$ cat config.mk
export PLATFORM = sky130hd
export DESIGN_NAME = c2d_out_fifo
export DESIGN_NICKNAME = d
export VERILOG_FILES = /design/src/rtl/assert_macros.svh /design/src/rtl/c2d_pkg.sv /design/src/rtl/c2d_out_fifo.sv
export SDC_FILE = /design/constraint.sdc
export NUM_CORES = 1
export LEC_CHECK = 0
export ABC_CLOCK_PERIOD_IN_PS = 6400
export BUFFER_PORTS_ARGS = -buffer_cell sky130_fd_sc_hd__buf_2
export CORE_MARGIN = 3
export CORE_UTILIZATION = 48
export DETAILED_ROUTE_END_ITERATION = 10
export PLACE_DENSITY_LB_ADDON = 0.12
export SETUP_SLACK_MARGIN = 0.3
export SLEW_MARGIN = 40
export SYNTH_ARGS = -nofsm -noshare
export SYNTH_HDL_FRONTEND = slang
export SYNTH_SLANG_ARGS = --single-unit
$ cat constraint.sdc
create_clock -name clk_i -period 6.4 [get_ports clk_i]
set_input_delay 0.64 -clock clk_i [delete_from_list [all_inputs] [get_ports clk_i]]
set_output_delay 0.64 -clock clk_i [all_outputs]
set_load 0.03 [all_outputs]
$ cat src/rtl/assert_macros.svh
// Assertion macros shared by the RTL. They compile to nothing when SYNTHESIS is defined.
`ifndef ASSERT_MACROS_SVH
`define ASSERT_MACROS_SVH
`ifndef SYNTHESIS
`define ASSERT_ALWAYS(lbl, clk, rstn, cond, msg) \
  lbl: assert property (@(posedge clk) disable iff (!(rstn)) (cond)) else $error(msg);
`define ASSERT_IMPL(lbl, clk, rstn, ante, cons, msg) \
  lbl: assert property (@(posedge clk) disable iff (!(rstn)) (ante) |-> (cons)) \
    else $error(msg);
`define ASSERT_NEXT(lbl, clk, rstn, ante, cons, msg) \
  lbl: assert property (@(posedge clk) disable iff (!(rstn)) (ante) |=> (cons)) \
    else $error(msg);
`else
`define ASSERT_ALWAYS(lbl, clk, rstn, cond, msg)
`define ASSERT_IMPL(lbl, clk, rstn, ante, cons, msg)
`define ASSERT_NEXT(lbl, clk, rstn, ante, cons, msg)
`endif
`endif

$ cat src/rtl/c2d_pkg.sv
package c2d_pkg;

  localparam int unsigned KSIZE      = 5;
  localparam int          KHALF      = (KSIZE / 2 > 2) ? 2 : KSIZE / 2;
  localparam int unsigned NTAP       = 5;
  localparam int unsigned MAX_WIDTH  = 1024;
  localparam int unsigned MAX_HEIGHT = 4096;
  localparam int unsigned ADDR_W     = $clog2(MAX_WIDTH);
  localparam int unsigned COLX_W     = ADDR_W + 2;
  localparam int unsigned PIX_W      = 16;
  localparam int unsigned COEF_W     = 12;
  localparam int unsigned KROW_W     = 60;
  localparam int unsigned WIDTH_W    = 11;
  localparam int unsigned HEIGHT_W   = 13;
  localparam int unsigned ROWX_W     = HEIGHT_W + 1;
  localparam int unsigned FILL_W     = $clog2(2 * MAX_WIDTH + 3);
  localparam int unsigned PROD_W     = 29;
  localparam int unsigned RSUM_W     = 32;
  localparam int unsigned TSUM_W     = 35;
  localparam int unsigned FRAC_W     = 10;
  localparam int unsigned OUT_W      = 18;
  localparam int          OUT_MAX    = 2 ** (OUT_W - 1) - 1;
  localparam int          OUT_MIN    = -(2 ** (OUT_W - 1));
  localparam int unsigned CFG_IDX_W  = 3;
  localparam int unsigned FIFO_DEPTH = 8;
  localparam int unsigned FIFO_PTR_W = $clog2(FIFO_DEPTH);
  localparam int unsigned CNT_W      = $clog2(FIFO_DEPTH + 1);

  localparam logic [WIDTH_W-1:0]  WIDTH_RESET  = WIDTH_W'(1024);
  localparam logic [HEIGHT_W-1:0] HEIGHT_RESET = HEIGHT_W'(1024);
  localparam logic [KROW_W-1:0]   KROW_CENTER  = KROW_W'(64'd17179869184);

  typedef enum logic [CFG_IDX_W-1:0] {
    CFG_WIDTH  = 3'd0,
    CFG_HEIGHT = 3'd1,
    CFG_KROW0  = 3'd2,
    CFG_KROW1  = 3'd3,
    CFG_KROW2  = 3'd4,
    CFG_KROW3  = 3'd5,
    CFG_KROW4  = 3'd6
  } cfg_idx_e;

  typedef struct packed {
    logic              en;
    logic              bypass;
    logic [ADDR_W-1:0] wr_addr;
    logic [ADDR_W-1:0] rd_addr;
  } line_ctrl_t;

  typedef struct packed {
    logic            row_ok;
    logic [NTAP-1:0] col_ok;
  } tap_mask_t;

  typedef struct packed {
    logic signed [OUT_W-1:0] filtered;
    logic                    frame_last;
  } result_t;

endpackage

$ cat src/rtl/c2d_out_fifo.sv
module c2d_out_fifo (
  input  logic             clk_i,
  input  logic             rst_ni,
  input  logic             wr_en_i,
  input  c2d_pkg::result_t wr_data_i,
  output logic             valid_o,
  input  logic             stall_i,
  output c2d_pkg::result_t data_o
);

  c2d_pkg::result_t                  store_q [c2d_pkg::FIFO_DEPTH];
  logic [c2d_pkg::FIFO_PTR_W-1:0]    wr_ptr_q, wr_ptr_d;
  logic [c2d_pkg::FIFO_PTR_W-1:0]    rd_ptr_q, rd_ptr_d;
  logic [c2d_pkg::CNT_W-1:0]         count_q, count_d;
  logic                              rd_en;

  assign valid_o = (count_q != '0);
  assign rd_en   = valid_o && !stall_i;
  assign data_o  = store_q[rd_ptr_q];

  always_comb begin
    wr_ptr_d = wr_en_i ? wr_ptr_q + 1'b1 : wr_ptr_q;
    rd_ptr_d = rd_en ? rd_ptr_q + 1'b1 : rd_ptr_q;
    count_d  = count_q + c2d_pkg::CNT_W'(wr_en_i) - c2d_pkg::CNT_W'(rd_en);
  end

  always_ff @(posedge clk_i) begin
    if (wr_en_i) begin
      store_q[wr_ptr_q] <= wr_data_i;
    end
  end

  always_ff @(posedge clk_i or negedge rst_ni) begin
    if (!rst_ni) begin
      wr_ptr_q <= '0;
      rd_ptr_q <= '0;
      count_q  <= '0;
    end else begin
      wr_ptr_q <= wr_ptr_d;
      rd_ptr_q <= rd_ptr_d;
      count_q  <= count_d;
    end
  end

endmodule

==> metrics.cfg, run 1 <==
[critical_path]
crit_path_max_fanout = 21
worstReg2RegEnd = count_q[2]
slowest_stage = dfrtp_2
endpoint_kind = output pin
cp.arrival_ps = 2780
crit_path_start = rd_ptr_q[0]
cp_num_cells = 4
worstPathRequired_ps = 5760
startpoint_type = flip-flop
r2r_start = count_q[2]
path_class = reg2out
crit_family = multiplexers
critPathMaxStageDelay_ps = 810
r2r_slack_ps = 4130
path_cells = buf_4 > mux4_1 > mux2_4 > buf_2
crit_buf_inv = 2
ff2ff_path_depth = 10
endpoint = data_o[2]

[logic_synthesis]
syn_avg_cell_area_um2 = 23.2
ys_types = 23
postSynthNetCount = 304
syn-instance-count = 273
yosysWarnings = 0
ys_seq_area_frac = 0.762
synth_seq_cells = 162
syn_area_um2 = 6320

[cells_and_area]
area_growth_pct = 17.4
final_nets = 366
final_common_cell = edfxtp_1
final_cell_mix = edfxtp_1 (152), buf_2 (42), mux4_2 (32)
antenna_cells = 0
fin_area_um2 = 7420
post_route_cells_drive_above_1_share = 0.414

[placement]
port_buffers = 42
dp_hpwl_mm = 6.68
place_area_um2 = 6800
place.gp.congestion = 0.699
pre_cts_ws_ps = 3340

[detailed_routing]
routedWlPerCell_um = 21.5
first_iter_violations = 180
vias_per_cell = 5.38
vias = 2796
drc = 0
postRouteAntennaNets = 0
dr.pass1.iters = 4
totalWireLength_mm = 11.2

[timing]
setup_violations = 0
worstMarginPinSlew_ps = 713
final.setup_skew_ps = 5.65
tns_ps = 0
max_freq_ghz = 0.293
drv_slew = 0
final.period_utilization = 0.534
hold_viol = 0
fin_ws_ps = 2980
finalCriticalPeriod_ps = 3420
holdWs_ps = 73.0
maxSlewHeadroom = 0.525
grt_setup_unrepaired = false

[power_and_ir_drop]
pwr-share-comb = 0.313
seq_power_share = 0.404
p_int_mw = 2.53
netSwitchingPower_mw = 1.11
power_density_nw_per_um2 = 491
clockPowerShare = 0.283
power.total_mw = 3.64
p_leak_nw = 2.58
irDropWorstVdd_uv = 270
switching_share = 0.306

[clock_tree]
ctsLongestPathBuffers = 2
cts.clk_slew.worst_paths_ps = 60
post-cts-setup-buffers = 0
cts-root-buf = clkbuf_16
ctsResizeCount = 0
htree_levels = 4
worstSkewPairLatency_ps = 410
cts_hold_buf = 0
cts_buffers = 17
tritoncts = done
cts.sinks = 162

[grt]
first_global_vias = 2980
gr-total-overflow = 0
grt_pass1_wl_mm = 17.4
grt.total_usage = 0.169
grt_start_max_net_pins = 27
grt_antenna_before_repair = 0

[floorplan]
ios = 43
rows = 41
start_util = 0.497
core_um2 = 12700
die_width_um = 121
fp.dieArea_um2 = 14600
dieHeight_um = 121

[worst_hold_path]
hp-class = in2async

[run_status]
outcome = finished, final reports clean

[run]
maxCapViolations = 0

-- cells in the mapped netlist, drive strengths merged --
cell | count | area share
dfrtp | 10 | 0.040
nor3 | 2 | 0.0016
fa | 1 | 0.0032
inv | 9 | 0.0053
xnor2 | 2 | 0.0028
nor2 | 7 | 0.0042
nor3b | 2 | 0.0024
ha | 7 | 0.014
mux2 | 21 | 0.043
a21o | 1 | 0.0012
buf | 7 | 0.0087
a21oi | 1 | 0.00079
xor2 | 4 | 0.0055
nand2b | 3 | 0.0030
edfxtp | 152 | 0.72
clkbuf | 3 | 0.0018
nand2 | 3 | 0.0018
mux4 | 38 | 0.14
-- state kept, by name, indices dropped and copies added (netlist names) --
| name | flops |
|---|---|
| count_q | 4 |
| wr_ptr_q | 3 |
| rd_ptr_q | 3 |
| store_q | 152 |
-- routing by layer --
layer  part of all wire  up-vias  global-route usage
met5                  0        -                   0
li1                   -     1253                   -
met2               0.49       59               0.262
met3              0.035       11              0.0426
met1               0.46     1473               0.234
met4              0.012        0              0.0616
-- power by group through the flow --
stage / logic, mW / registers [mW] / clock network [mW]
after detailed placement: 1.16 / 1.50 / 0
after global placement: 1.14 / 1.49 / 0
after CTS: 1.17 / 1.48 / 1.05
after global routing: 1.22 / 1.50 / 1.10
final: 1.14 / 1.47 / 1.03
after floorplan: 0.938 / 1.41 / 0
-- stage by stage --
stage / cells / utilization
5_1_grt: 520 / 0.583
2_1_floorplan: 273 / -
3_3_place_gp: 488 / 0.534
6_report: 520 / 0.583
3_5_place_dp: 488 / 0.535
4_1_cts: 520 / 0.583
-- kinds of logic (layout without fill, tap and decap cells) --
family	after synthesis	after routing	synth area share
buffers and inverters	19	94	0.0158
multiplexers	59	59	0.182
XOR/XNOR	6	6	0.00831
AND/OR/NAND/NOR	17	17	0.0129
AO/OA/AOI/OAI	2	2	0.00198
adder cells (fa/ha/maj)	8	8	0.0170
flip-flops	162	162	0.762
-- worst reg2reg max path, cell delays in order (launching register included) --
cell	delay, ps
dfrtp_1	360
inv_1	70
ha_1	160
nor3b_1	330
nor2_1	160
ha_1	290
inv_1	60
ha_1	160
inv_1	60
fa_1	380
xnor2_1	140
-- layout make-up --
cell class,instances,area (um2)
timing repair buffer,53,293
clock inverter,8,126
multi-input combinational,92,1440
fill,981,5300
inverter,9,33.8
sequential,162,4820
tap,172,215
clock buffer,24,492
-- how the worst min path moves through the flow --
stage / from / slack, ps / cells after the start / to
detailed placement: rst_ni / 510 / 1 / wr_ptr_q[1]
CTS: rst_ni / 60 / 1 / count_q[2]
floorplan: rst_ni / 340 / 0 / count_q[0]
global placement: rst_ni / 520 / 1 / wr_ptr_q[1]
global route: rst_ni / 80 / 1 / count_q[2]
finish: rst_ni / 70 / 1 / count_q[1]
(Power assumes the default switching activity.)
==> run 2: changes to the inputs <==
ABC_CLOCK_PERIOD_IN_PS = 3500   (was 6400)
clock period = 3.5 ns   (was 6.4 ns; I/O delays follow)
==> run 2 against run 1 <==
Utilization shrank 0.27 points. Power rose by 81%. Setup slack worse by 2400 ps. Combinational power increased by 85%. Critical endpoint is now data_o[11]. Final cell count increased by 0.19%. Clock power up 75%. Clock skew shrank 2.2 ps. Count of clock-buffer cells in the layout decreased by 6. Critical path depth unchanged. Global-route usage is 0.16 points higher.
==> metrics.cfg, run 2 (same netlist as run 1, synthesis figures left out) <==
[placement]
pre_cts_ws_ps = 1010  ; was 3340 ps
dp_cells = 490  ; was 488
dp_hpwl_mm = 6.41  ; was 6.68 mm
place.gp.congestion = 0.704  ; was 0.699
port_buffers = 42  ; unchanged

[clock_tree]
ctsLongestPathBuffers = 2  ; unchanged
cts.sinks = 162  ; unchanged
htree_levels = 4  ; unchanged
cts_buffers = 17  ; unchanged
cts.clk_slew.worst_paths_ps = 60  ; about the same
cts-root-buf = clkbuf_16  ; unchanged
post-cts-setup-buffers = 0  ; unchanged
worstSkewPairLatency_ps = 410  ; about the same
tritoncts = done  ; unchanged

[cells_and_area]
regMostFlops = store_q  ; unchanged
area_growth_pct = 16.8  ; was 17.4%
regArea_um2 = 4820  ; unchanged
fillers = 987  ; was 981
final_common_cell = edfxtp_1  ; unchanged
final_cell_mix = edfxtp_1 (152), buf_2 (42), mux4_2 (32)  ; unchanged
final-instance-count-excl-fill = 521  ; was 520
multi_input_area_um2 = 1430  ; was 1440 um2
reg_top3 = store_q: 152 flops, count_q: 4 flops  ; unchanged
post_route_cells_drive_above_1_share = 0.410  ; was 0.414
largest_reg_flops = 152  ; unchanged
antenna_cells = 0  ; unchanged
final_nets = 369  ; was 366

[run_status]
outcome = finished, final reports clean  ; unchanged

[floorplan]
dieHeight_um = 121  ; unchanged
ios = 43  ; unchanged
start_util = 0.497  ; unchanged
core_um2 = 12700  ; unchanged
rows = 41  ; unchanged
die_width_um = 121  ; unchanged
fp.dieArea_um2 = 14600  ; unchanged

[grt]
grt_pass1_wl_mm = 17.6  ; was 17.4 mm
first_global_vias = 2980  ; unchanged
grt_antenna_before_repair = 0  ; unchanged
grt.total_usage = 0.170  ; was 0.169
grt_start_max_net_pins = 20  ; was 27
gr-total-overflow = 0  ; unchanged

[run]
maxCapViolations = 0  ; unchanged

[power_and_ir_drop]
p_leak_nw = 2.56  ; was 2.58 nW
irDropWorstVdd_uv = 473  ; was 270 uV
power_density_nw_per_um2 = 890  ; was 491 nW/um2
power.total_mw = 6.57  ; was 3.64 mW

[detailed_routing]
vias_per_cell = 5.33  ; was 5.38
first_iter_violations = 238  ; was 180
vias = 2778  ; was 2796
drc = 0  ; unchanged
totalWireLength_mm = 11.2  ; about the same
postRouteAntennaNets = 0  ; unchanged
dr.pass1.iters = 4  ; unchanged
routedWlPerCell_um = 21.5  ; about the same

[critical_path]
startpoint_type = flip-flop  ; unchanged
slowest_stage = dfrtp_2  ; unchanged
cp.arrival_ps = 2530  ; was 2780 ps
endpoint_kind = output pin  ; unchanged
path_class = reg2out  ; unchanged
path_cells = buf_4 > mux4_2 > mux2_2 > buf_2  ; was buf_4 > mux4_1 > mux2_4 > buf_2
critPathMaxStageDelay_ps = 690  ; was 810 ps
crit_path_max_fanout = 16  ; was 21
crit_family = multiplexers  ; unchanged
crit_buf_inv = 2  ; unchanged
worstPathRequired_ps = 3150  ; was 5760 ps

[timing]
grt_setup_unrepaired = false  ; unchanged
worstMarginPinSlew_ps = 680  ; was 713 ps
maxSlewHeadroom = 0.547  ; was 0.525
setup_violations = 0  ; unchanged
fin_ws_ps = 624  ; was 2980 ps
max_freq_ghz = 0.348
final.setup_skew_ps = 3.47  ; was 5.65 ps
final.period_utilization = 0.822
hold_viol = 0  ; unchanged
drv_slew = 0  ; unchanged
tns_ps = 0  ; unchanged
finalCriticalPeriod_ps = 2880

[worst_hold_path]
hp-class = in2reg  ; was in2async

-- run 2: worst paths after layout --
check	startpoint	depth (start not counted)	endpoint	slack, ps
hold reg to reg	wr_ptr_q[1]	1	wr_ptr_q[1]	560
min in group asynchronous	rst_ni	2	count_q[0]	320
hold / removal	wr_data_i[8]	1	store_q[5][8]	200
setup reg to reg	count_q[2]	10	count_q[2]	1230
max in group asynchronous	rst_ni	2	rd_ptr_q[0]	2950
setup / recovery	rd_ptr_q[0]	4	data_o[11]	620
-- run 2: metal layers --
layer,vias up,part of all wire,GRT usage
met3,11,0.031,0.0398
met2,60,0.49,0.263
met1,1450,0.47,0.235
met4,0,0.013,0.0722
met5,-,0,0
li1,1257,-,-
-- run 2: cell type report --
class                           instances  share of cell area
Inverter                                9             0.00457
Clock buffer                           18              0.0581
Clock inverter                         12              0.0191
Tap cell                              172              0.0291
Timing Repair Buffer                   56              0.0430
Sequential cell                       162               0.652
Multi-Input combinational cell         92               0.194
-- run 2: worst reg2reg max path, stage by stage, from the launching register on --
cell and delay (ps):
dfrtp_1 350, inv_1 80, ha_1 160, nor3b_1 320, nor2_1 160, ha_1 290, inv_1 50, ha_1 150
inv_1 60, fa_1 380, xnor2_1 140
-- run 2: timing repair --
action                                 CTS  global route
resized for setup                        0             0
hold buffers                             1             0
endpoints found under the hold margin   10             0
-- run 2: power breakdown --
group	leakage (nW)	total [mW]	switching (mW)	internal [mW]
clock	0.278	1.80	0.694	1.10
combinational	0.786	2.11	1.13	0.974
sequential	1.50	2.67	0.212	2.46
total	2.56	6.57	2.04	4.53
-- run 2: through the flow --
stage	cell area, um2	hold slack [ps]	utilization
floorplan	6320	54.4	-
global placement	6800	230	0.535
detailed placement	6800	233	0.535
CTS	7380	181	0.580
global route	7380	192	0.580
finish	7380	197	0.580
==> run 3: changes to the inputs <==
ABC_AREA = 1   (was not set)
ABC_CLOCK_PERIOD_IN_PS = 2700   (was 3500)
clock period = 2.7 ns   (was 3.5 ns; I/O delays follow)
==> run 3 against run 2 <==
Non-clock buffer count grew 2. Hold slack got worse by 90 ps. Register-to-register slack worse by 610 ps. Count of clock-buffer cells in the layout fell by 1. Global-route usage is 1.7 points higher.
==> metrics.cfg, run 3 <==
[timing]
hold_viol = 0  ; unchanged
tns_ps = 0  ; unchanged
max_freq_ghz = 0.462
drv_slew = 0  ; unchanged
grt_setup_unrepaired = false  ; unchanged
worstMarginPinSlew_ps = 543  ; was 680 ps
setup_violations = 0  ; unchanged
final.period_utilization = 0.802
finalCriticalPeriod_ps = 2170
final.setup_skew_ps = 11.5  ; was 3.47 ps
maxSlewHeadroom = 0.638  ; was 0.547
fin_ws_ps = 535  ; was 624 ps

[placement]
place.gp.congestion = 0.790  ; was 0.704
port_buffers = 42  ; unchanged
dp_hpwl_mm = 8.09  ; was 6.41 mm
pre_cts_ws_ps = 619  ; was 1010 ps

[cells_and_area]
post_route_cells_drive_above_1_share = 0.128  ; was 0.410
antenna_cells = 0  ; unchanged
final_common_cell = nand2_1  ; was edfxtp_1
final_cell_mix = nand2_1 (260), inv_1 (167), edfxtp_1 (152)  ; was edfxtp_1 (152), buf_2 (42), mux4_2 (32)
area_growth_pct = 14.5  ; was 16.8%
reg_top3 = store_q: 152 flops, count_q: 4 flops  ; unchanged
fillers = 1259  ; was 987
final_nets = 804  ; was 369
regMostFlops = store_q  ; unchanged
largest_reg_flops = 152  ; unchanged

[critical_path]
worstPathRequired_ps = 2430  ; was 3150 ps
endpoint_kind = output pin  ; unchanged
path_class = reg2out  ; unchanged
cp.arrival_ps = 1900  ; was 2530 ps
crit_path_max_fanout = 39  ; was 16
startpoint_type = flip-flop  ; unchanged

[grt]
gr-total-overflow = 0  ; unchanged
grt_start_max_net_pins = 59  ; was 20
grt_antenna_before_repair = 0  ; unchanged
use_met2 = 0.301  ; was 0.263
grt.total_usage = 0.187  ; was 0.170
grt_pass1_wl_mm = 23.2  ; was 17.6 mm
grtUsageMet1 = 0.252  ; was 0.235
top_usage_layer = met2  ; unchanged
first_global_vias = 4503  ; was 2980
grt_use_met3 = 0.0403  ; was 0.0398

[power_and_ir_drop]
p_int_mw = 5.43  ; was 4.53 mW
power_density_nw_per_um2 = 1080  ; was 890 nW/um2
netSwitchingPower_mw = 3.44  ; was 2.04 mW
pwr-share-comb = 0.377  ; was 0.320
seq_power_share = 0.357  ; was 0.406
clockPowerShare = 0.266  ; was 0.274
p_leak_nw = 3.87  ; was 2.56 nW
irDropWorstVdd_uv = 586  ; was 473 uV
switching_share = 0.388  ; was 0.310

[clock_tree]
tritoncts = done  ; unchanged
cts.clk_slew.worst_paths_ps = 60  ; about the same
worstSkewPairLatency_ps = 430  ; was 410 ps
cts-root-buf = clkbuf_16  ; unchanged
cts.sinks = 162  ; unchanged
htree_levels = 4  ; unchanged
cts_buffers = 17  ; unchanged
ctsLongestPathBuffers = 2  ; unchanged

[detailed_routing]
vias_per_cell = 4.73  ; was 5.33
routedWlPerCell_um = 14.9  ; was 21.5 um
drc = 0  ; unchanged
first_iter_violations = 282  ; was 238
totalWireLength_mm = 14.4  ; was 11.2 mm
vias = 4587  ; was 2778
postRouteAntennaNets = 0  ; unchanged
dr.pass1.iters = 7  ; was 4

[run]
maxCapViolations = 0  ; unchanged

[logic_synthesis]
ys.flop_type = edfxtp_1  ; unchanged
yosysWarnings = 0  ; unchanged
synth_commonest_cells = nand2_1 (260), inv_1 (168), edfxtp_1 (152), nand3_1 (78), buf_2 (12)  ; was edfxtp_1 (152), mux4_2 (32), mux2_2 (11), dfrtp_1 (10), mux2_4 (10)
synth_edf_count = 152  ; unchanged
syn_avg_cell_area_um2 = 9.95  ; was 23.2 um2
yosysTopAreaCell = edfxtp_1  ; unchanged
ys_seq_area_frac = 0.668  ; was 0.762
synth_seq_cells = 162  ; unchanged
synth_top_area_frac = 0.634  ; was 0.722
synthTopCellsByArea = edfxtp_1 (63%), nand2_1 (14%), inv_1 (8.8%)  ; was edfxtp_1 (72%), mux4_2 (11%), dfrtp_1 (4.0%)
ys_types = 19  ; was 23
postSynthNetCount = 755  ; was 304
async_flop_share = 0.0617  ; unchanged
syn-instance-count = 724  ; was 273
synthMostInstantiatedCell = nand2_1  ; was edfxtp_1
syn_area_um2 = 7200  ; was 6320 um2

[floorplan]
rows = 44  ; was 41
dieHeight_um = 129  ; was 121 um
ios = 43  ; unchanged
core_um2 = 14600  ; was 12700 um2
fp.dieArea_um2 = 16500  ; was 14600 um2
die_width_um = 129  ; was 121 um
start_util = 0.494  ; was 0.497

[worst_hold_path]
hp-class = in2reg  ; unchanged

[run_status]
outcome = finished, final reports clean  ; unchanged

## run 3: final cells by class
class | instances | area, um2 | share of cell area
Tap cell | 184 | 230 | 0.0279
Clock buffer | 17 | 425 | 0.0516
Clock inverter | 15 | 159 | 0.0193
Sequential cell | 162 | 4820 | 0.584
Inverter | 170 | 642 | 0.0778
Timing Repair Buffer | 58 | 383 | 0.0464
Multi-Input combinational cell | 364 | 1590 | 0.193
## run 3: what timing repair did
action | CTS | global route
endpoints found under the setup margin | 0 | 2
hold endpoints to repair | 10 | 0
hold buffers | 1 | 0
resized for setup | 0 | 1
setup buffers | 0 | 0
## run 3: layer usage
layer  wire, um  part of all wire
met1       6320              0.44
met2       7210              0.50
met3        781             0.054
met4        105            0.0073
met5          0                 0
## run 3: worst max-delay path: stages, from the launching register on
cell and delay (ps):
dfrtp_1 390, buf_4 470, nand3_1 150, nand2_1 90
nand2_1 40, nand2_1 110, buf_2 210
## run 3: power by group through the flow
stage	sequential, mW	clock [mW]	combinational (mW)
finish	3.17	2.36	3.35
global route	3.19	2.51	3.78
CTS	3.16	2.41	3.41
detailed placement	3.22	0	3.39
global placement	3.21	0	3.34
floorplan	3.21	0	2.48
## run 3: stage by stage
| step | utilization | hold WS (ps) | cells | cell area [um2] | power (mW) |
|---|---|---|---|---|---|
| finish | 0.565 | 107 | 970 | 8250 | 8.87 |
| CTS | 0.565 | 95.2 | 970 | 8250 | 8.98 |
| global route | 0.565 | 114 | 970 | 8250 | 9.48 |
| global placement | 0.524 | 140 | 937 | 7650 | 6.54 |
| floorplan | - | -25.6 | 724 | 7200 | 5.68 |
| detailed placement | 0.524 | 148 | 937 | 7650 | 6.60 |
## run 3: cells by family after synthesis
logic type                 synth area share
AOI/OAI and AO/OA                   0.00278
xor gates and xnor gates            0.00608
adders and majority gates            0.0149
buffers and inverters                 0.113
DFF                                   0.668
and+or+nand+nor                       0.195
## run 3: worst paths after layout
path | startpoint | to | slack [ps] | cells past startpoint
setup reg to reg | count_q[2] | count_q[2] | 620 | 11
max in group asynchronous | rst_ni | rd_ptr_q[0] | 2260 | 2
hold / removal | wr_data_i[10] | store_q[1][10] | 110 | 1
min in group asynchronous | rst_ni | wr_ptr_q[1] | 230 | 2
setup / recovery | rd_ptr_q[1] | data_o[17] | 530 | 6
hold reg to reg | wr_ptr_q[0] | wr_ptr_q[0] | 540 | 2
